[config.mk]
export PLATFORM = sky130hd
export DESIGN_NAME = rsr_front_flat
export DESIGN_NICKNAME = d
export VERILOG_FILES = /design/src/hw/rtl/radial_shooting_recurrence_core_assert.svh /design/src/hw/rtl/rsr_pkg.sv /design/src/hw/rtl/rsr_in_if.sv /design/src/hw/rtl/rsr_front.sv /design/src/flat_wrapper.sv
export SDC_FILE = /design/constraint.sdc
export NUM_CORES = 1
export LEC_CHECK = 0
export BUFFER_PORTS_ARGS = -buffer_cell sky130_fd_sc_hd__buf_2
export CAP_MARGIN = 20
export CORE_MARGIN = 2
export CORE_UTILIZATION = 45
export CTS_CLUSTER_DIAMETER = 80
export DETAILED_ROUTE_END_ITERATION = 7
export PLACE_DENSITY = 0.79
export SYNTH_ARGS = -nofsm -noshare
export SYNTH_HDL_FRONTEND = slang
export SYNTH_SLANG_ARGS = --single-unit
[constraint.sdc]
create_clock -name clk -period 4.5 [get_ports clk]
set_input_delay 0.45 -clock clk [delete_from_list [all_inputs] [get_ports clk]]
set_output_delay 0.45 -clock clk [all_outputs]
set_load 0.005 [all_outputs]
[src/hw/rtl/radial_shooting_recurrence_core_assert.svh]
// Assertion macros for the radial shooting recurrence core.
// Used by the top level; expects signals clk and rst in scope.
`ifndef RADIAL_SHOOTING_RECURRENCE_CORE_ASSERT_SVH
`define RADIAL_SHOOTING_RECURRENCE_CORE_ASSERT_SVH

// Same-cycle implication
`define RSR_ASSERT_IMP(label, ante, cons) \
  label: assert property (@(posedge clk) disable iff (rst) (ante) |-> (cons)) \
    else $error("rsr assertion failed");

// Next-cycle implication
`define RSR_ASSERT_NXT(label, ante, cons) \
  label: assert property (@(posedge clk) disable iff (rst) (ante) |=> (cons)) \
    else $error("rsr assertion failed");

`endif

[src/hw/rtl/rsr_pkg.sv]
// Package for the radial shooting recurrence core: formats, limits, codes, types.
// No dependencies.
`timescale 1ns / 1ps
package rsr_pkg;

  localparam int SAMPLE_FRAC_BITS = 16;
  localparam int PSI_FRAC_BITS    = 32;
  localparam int GAIN_FRAC_BITS   = 31;

  localparam int Q_DEPTH   = 2;
  localparam int Q_PTR_W   = $clog2(Q_DEPTH);
  localparam int Q_CNT_W   = $clog2(Q_DEPTH + 1);
  localparam int CFG_IDX_W = 2;
  localparam int CFG_DATA_W = 32;

  // saturation bounds on magnitudes
  localparam logic [63:0] LIM_VAL = 64'h0000_0000_7FFF_FFFF;
  localparam logic [63:0] LIM_MID = 64'd1 << 40;
  localparam logic [63:0] LIM_BIG = 64'd1 << 62;
  localparam logic [63:0] LIM_PSI = (64'd1 << 47) - 64'd1;

  localparam logic signed [47:0] PSI_ONE = 48'(64'd1 << PSI_FRAC_BITS);
  localparam logic [30:0] ONE_S = 31'(64'd1 << SAMPLE_FRAC_BITS);

  // config register indexes
  localparam logic [CFG_IDX_W-1:0] CFG_TRIAL_ENERGY  = 2'd0;
  localparam logic [CFG_IDX_W-1:0] CFG_STEP_SIZE     = 2'd1;
  localparam logic [CFG_IDX_W-1:0] CFG_KINETIC_COEFF = 2'd2;
  localparam logic [CFG_IDX_W-1:0] CFG_NONPARABOLIC  = 2'd3;

  // sample kinds decided by the front end
  localparam logic [1:0] KIND_INIT = 2'd0;  // starts a sweep
  localparam logic [1:0] KIND_SOLO = 2'd1;  // starts and ends a sweep
  localparam logic [1:0] KIND_STEP = 2'd2;  // runs the recurrence
  localparam logic [1:0] KIND_END  = 2'd3;  // ends a sweep, emits

  typedef struct packed {
    logic signed [31:0] trial_energy;
    logic [30:0]        step_size;
    logic [30:0]        kinetic_coeff;
    logic               nonparabolic;
  } cfg_t;

  typedef struct packed {
    logic [1:0]         kind;
    logic [30:0]        radius;
    logic signed [31:0] potential;
    logic [30:0]        mass;
    logic [30:0]        band_edge_mass;
    logic [30:0]        band_param;
  } item_t;

  typedef struct packed {
    logic [Q_CNT_W-1:0] count;
  } fe_stat_t;

  typedef struct packed {
    logic idle;
    logic pop;
    logic mul_busy;
    logic div_busy;
  } bk_stat_t;

endpackage

[src/hw/rtl/rsr_in_if.sv]
// Sample channel: valid/ready with one radial sample.
// No dependencies.
`timescale 1ns / 1ps
interface rsr_in_if;
  logic               valid;
  logic               ready;
  logic [30:0]        radius;
  logic signed [31:0] potential;
  logic [30:0]        mass;
  logic [30:0]        band_edge_mass;
  logic [30:0]        band_param;
  logic               first;
  logic               last;

  modport source (output valid, radius, potential, mass, band_edge_mass, band_param,
                  first, last, input ready);
  modport sink (input valid, radius, potential, mass, band_edge_mass, band_param,
                first, last, output ready);
endinterface

[src/hw/rtl/rsr_front.sv]
// Front end: accepts samples, tracks sweep position, classifies and queues them.
// Depends on rsr_pkg and rsr_in_if.
`timescale 1ns / 1ps
module rsr_front
  import rsr_pkg::*;
(
  input  logic      clk,
  input  logic      rst,
  rsr_in_if.sink    samples,
  output logic      q_valid,
  output item_t     q_item,
  input  logic      q_pop,
  output fe_stat_t  fe_stat
);

  item_t              mem [Q_DEPTH];
  logic [Q_PTR_W-1:0] wr_ptr, rd_ptr;
  logic [Q_CNT_W-1:0] count;
  logic               past_first;
  logic               accept, starting;
  item_t              wr_item;

  assign samples.ready = count != Q_CNT_W'(Q_DEPTH);
  assign accept        = samples.valid && samples.ready;
  assign q_valid       = count != '0;
  assign q_item        = mem[rd_ptr];
  assign fe_stat.count = count;

  // classify the incoming sample
  always_comb begin
    starting               = samples.first || !past_first;
    wr_item.radius         = samples.radius;
    wr_item.potential      = samples.potential;
    wr_item.mass           = samples.mass;
    wr_item.band_edge_mass = samples.band_edge_mass;
    wr_item.band_param     = samples.band_param;
    if (starting) begin
      wr_item.kind = samples.last ? KIND_SOLO : KIND_INIT;
    end else begin
      wr_item.kind = samples.last ? KIND_END : KIND_STEP;
    end
  end

  always_ff @(posedge clk) begin
    if (accept) begin
      mem[wr_ptr] <= wr_item;
    end
  end

  // queue pointers and sweep tracking
  always_ff @(posedge clk) begin
    if (rst) begin
      wr_ptr     <= '0;
      rd_ptr     <= '0;
      count      <= '0;
      past_first <= 1'b0;
    end else begin
      if (accept) begin
        wr_ptr     <= wr_ptr + 1'b1;
        past_first <= !samples.last;
      end
      if (q_pop) begin
        rd_ptr <= rd_ptr + 1'b1;
      end
      if (accept && !q_pop) begin
        count <= count + 1'b1;
      end else if (!accept && q_pop) begin
        count <= count - 1'b1;
      end
    end
  end

endmodule

[src/flat_wrapper.sv]
// flat-port wrapper written by rule: the top's interface ports become plain ports
module rsr_front_flat import rsr_pkg::*;
  (clk, rst, q_valid, q_item, q_pop, fe_stat, samples_valid, samples_radius, samples_potential, samples_mass, samples_band_edge_mass, samples_band_param, samples_first, samples_last, samples_ready);
  rsr_in_if samples_i ();
  input  logic clk;
  input  logic rst;
  output logic q_valid;
  output item_t q_item;
  input  logic q_pop;
  output fe_stat_t fe_stat;
  input wire logic [$bits(samples_i.valid)-1:0] samples_valid;
  input wire logic [$bits(samples_i.radius)-1:0] samples_radius;
  input wire logic [$bits(samples_i.potential)-1:0] samples_potential;
  input wire logic [$bits(samples_i.mass)-1:0] samples_mass;
  input wire logic [$bits(samples_i.band_edge_mass)-1:0] samples_band_edge_mass;
  input wire logic [$bits(samples_i.band_param)-1:0] samples_band_param;
  input wire logic [$bits(samples_i.first)-1:0] samples_first;
  input wire logic [$bits(samples_i.last)-1:0] samples_last;
  output wire logic [$bits(samples_i.ready)-1:0] samples_ready;
  assign samples_i.valid = samples_valid;
  assign samples_i.radius = samples_radius;
  assign samples_i.potential = samples_potential;
  assign samples_i.mass = samples_mass;
  assign samples_i.band_edge_mass = samples_band_edge_mass;
  assign samples_i.band_param = samples_band_param;
  assign samples_i.first = samples_first;
  assign samples_i.last = samples_last;
  assign samples_ready = samples_i.ready;
  rsr_front u_core (.clk(clk), .rst(rst), .samples(samples_i), .q_valid(q_valid), .q_item(q_item), .q_pop(q_pop), .fe_stat(fe_stat));
endmodule
==> out/qor.yml <==
critical_path:
  reg2reg_setup_slack_ns: 2.34
  cp_max_fo: 84
  worstPathCellList: "buf_12 > mux2_2 > buf_2"
  timing.critical_path.from_type: "flip-flop"
  worstReg2RegStart: "u_core.fe_stat[0]"
  timing.critical_path.to_type: "output port"
  timing.rr.end: "u_core.mem[0][116]"
  arr_time_crit_path_ns: 2.49
  cp_slowest_stage_delay_ns: 0.79
  reg2reg_depth: 4
  critical_path.slowest_cell: "sky130_fd_sc_hd__dfxtp_4"
  critPathKind: "flip-flop to output port"
  cp.required_ns: 4.05
layout:
  multi_input_comb_area_um2: 2300
  final_layout_size_suffix_gt1_share_pct: 60.3
  layout.filler_cells: 2035
  area_added_between_synthesis_and_finish_pct: 25.1
  design.final.nets: 1030
  register_area_um2: 9610
place:
  gpl_wtd_cong: 0.764
  port_buffers: 323
  detailedPlacementHpwl_um: 15200
logic_synthesis:
  synth_top_area_cell: "sky130_fd_sc_hd__edfxtp_1"
  synth_xor_xnor_area_share_pct: 0.217
  postSynth.topFlopCell: "sky130_fd_sc_hd__edfxtp_1"
  avg_synthesized_cell_area_um2: 23.3
  synthesized_area_fraction_occupied_by_adder_cells_pct: 0.103
  syn_nets: 683
  async_reset_ff_share_pct: 0
  ys_seq_area_share_pct: 79.4
  synthesis.instances: 520
  post-synth-top-count-cell: "sky130_fd_sc_hd__edfxtp_1"
  complex_gate_fraction_of_the_synthesized_area_pct: 0.310
  synth_top_cells_by_count: "sky130_fd_sc_hd__edfxtp_1, sky130_fd_sc_hd__mux2_4, sky130_fd_sc_hd__mux2_2"
  synth_simple_gate_area_share_pct: 0.528
  post_synth_instance_area_um2: 12100
  synthTopCellsByArea: "sky130_fd_sc_hd__edfxtp_1, sky130_fd_sc_hd__mux2_4, sky130_fd_sc_hd__mux2_2, sky130_fd_sc_hd__buf_6, sky130_fd_sc_hd__dfxtp_1"
  yosys_warnings: 0
  yosys_register_bits: 322
  count_of_flip_flops_with_a_built_in_enable_after_synthesis: 316
  muxShareOfSynthArea_pct: 17.8
  synth_largest_type_area_fraction_pct: 78.5
  synth_cell_type_count: 22
  synth_top_family_by_area: "multiplexers"
floorplanning:
  die_width_um: 168
  io-pin-count: 324
  die_height_um: 168
  num_rows: 60
  start_util_pct: 45.4
  fp.dieArea_um2: 28200
  core_area_um2: 26700
hold_path:
  timing.hold.worst.class: "primary input to flip-flop"
  hold_start: "samples_potential[4]"
  timing.hold.worst_endpoint: "u_core.mem[1][97]"
  min_path_cells: 1
clocking:
  tritoncts: "yes"
  cts.reportedPaths.clkPinSlew_ns: 0.06
  clk_latency_ns: 0.49
  cts_buffers: 34
  htree_num_levels: 2
  cts.path.max_buffers: 3
  cts_hold_buffers: 0
  cts_setup_buffers: 0
  cts_resized: 0
  clock-root-buffer: "sky130_fd_sc_hd__clkbuf_16"
  clock_sinks: 322
route:
  wire_per_inst_um: 18.6
  detail-route-antenna-nets: 0
  detailroute.via_count: 6007
  post_drt_via_cell_ratio: 4.86
  initialDrtViolationCount: 404
  drt_pass1_iterations: 4
  route.final.wire_length_um: 22900
  post-route-drc-count: 0
timing:
  rsz0062_at_grt: "false"
  achievable-frequency_mhz: 341
  report.final.setup_viol: 0
  max_slew_margin_pct: 49.7
  drv_slew: 0
  worst-slew-pin-transition_ns: 0.755
  hold_viol_final: 0
  post-route-min-period_ns: 2.94
  finClkSkew_ns: 0.00913
  timing.hold.ws_ns: 0.138
  setup_total_negative_slack_ns: 0
  fin_crit_sh_pct: 65.3
status:
  run_status: "complete, no violations"
flow_run:
  drv.max_cap_violation_count: 0
grt:
  globalRouteOverflowTotal: 0
  grt.total_usage_pct: 15.5
  grt_start_max_net_pins: 89
  first_pass_grt_wire_length_um: 33500
  via_count_of_the_first_global_routing_pass: 6212
  antenna_violations_before_repair: 7
pwr:
  power_density_nw_per_um2: 486
  leakagePower_nw: 5.87
  ir_drop_mv: 0.431
==> cells in the final DEF, fill, tap and decap left out <==
cell type / instances
sky130_fd_sc_hd__buf_2: 323
sky130_fd_sc_hd__edfxtp_1: 316
sky130_fd_sc_hd__mux2_4: 100
sky130_fd_sc_hd__mux2_2: 58
sky130_fd_sc_hd__clkbuf_16: 35
sky130_fd_sc_hd__clkbuf_1: 11
sky130_fd_sc_hd__dfxtp_1: 5
sky130_fd_sc_hd__diode_2: 4
sky130_fd_sc_hd__clkinv_1: 4
sky130_fd_sc_hd__inv_6: 3
sky130_fd_sc_hd__nor2_1: 3
sky130_fd_sc_hd__a21oi_1: 3
sky130_fd_sc_hd__bufinv_16: 3
sky130_fd_sc_hd__buf_4: 3
sky130_fd_sc_hd__buf_12: 3
sky130_fd_sc_hd__xor2_1: 2
sky130_fd_sc_hd__clkinv_2: 2
sky130_fd_sc_hd__nand2b_4: 1
sky130_fd_sc_hd__and2_1: 1
sky130_fd_sc_hd__inv_1: 1
sky130_fd_sc_hd__or2_2: 1
sky130_fd_sc_hd__and3_4: 1
sky130_fd_sc_hd__nor2b_1: 1
sky130_fd_sc_hd__nand3b_1: 1
sky130_fd_sc_hd__xnor2_1: 1
sky130_fd_sc_hd__a211oi_1: 1
sky130_fd_sc_hd__o21ai_0: 1
sky130_fd_sc_hd__or3_1: 1
sky130_fd_sc_hd__a21bo_2: 1
sky130_fd_sc_hd__ha_1: 1
sky130_fd_sc_hd__dfxtp_4: 1
sky130_fd_sc_hd__clkbuf_8: 1
sky130_fd_sc_hd__clkinvlp_4: 1
==> where the power goes <==
| group | total (W) | internal (W) | switching (W) |
|---|---|---|---|
| logic | 0.000947 | 0.000497 | 0.000450 |
| registers | 0.00373 | 0.00364 | 0.0000913 |
| clock network | 0.00268 | 0.00162 | 0.00106 |
==> critical path, delay by kind of cell (launching register included) <==
kind / cells / cell delay, ns
buffers and inverters: 2 / 0.58
muxes: 1 / 0.42
DFF: 1 / 0.79
==> cell type report <==
cell class	count	share of cell area, %
flip-flops and latches	322	63.5
multi-input cells	178	15.2
diodes	4	0.0661
clock buffers	47	6.15
clock inverters	12	0.926
inverters	2	0.0827
well taps	341	2.82
repair buffers	329	11.2
==> how the worst max path moves through the flow <==
stage	endpoint
floorplan	u_core.mem[0][0]
global placement	q_item[141]
detailed placement	q_item[141]
CTS	q_item[141]
global route	q_item[12]
finish	q_item[153]
==> routing by layer <==
metal | GRT usage (%) | part of all wire (%)
met1 | 18.1 | 39
met2 | 27.1 | 51
met3 | 4.94 | 7.8
met4 | 5.37 | 2.8
met5 | 0 | 0.052
==> through the flow <==
| step | instances | utilization, % | power [W] | area, µm² | worst slack [ns] |
|---|---|---|---|---|---|
| after detailed placement | 1172 | 52.7 | 0.00476 | 14100 | 2.05 |
| after global routing | 1233 | 56.8 | 0.00764 | 15100 | 1.44 |
| after CTS | 1231 | 56.7 | 0.00745 | 15100 | 1.52 |
| after global placement | 1172 | 52.7 | 0.00472 | 14100 | 2.06 |
| final | 1235 | 56.8 | 0.00736 | 15100 | 1.56 |
| after floorplan | 520 | - | 0.00436 | 12100 | 0.250 |
==> cell families after synthesis <==
family,count (synthesis)
flip-flops,322
multiplexers,158
buffers and inverters,20
AND/OR/NAND/NOR,10
AO/OA/AOI/OAI,6
XOR/XNOR,3
adder cells (fa/ha/maj),1
==> registers in the layout, indices dropped and copies added, names as in the netlist, named ones only <==
| name | count |
|---|---|
| u_core.mem | 316 |
| u_core.rd_ptr | 1 |
| u_core.wr_ptr | 1 |
| u_core.fe_stat | 2 |
| u_core.past_first | 1 |
Note: power is estimated with default switching activity, not from simulation.
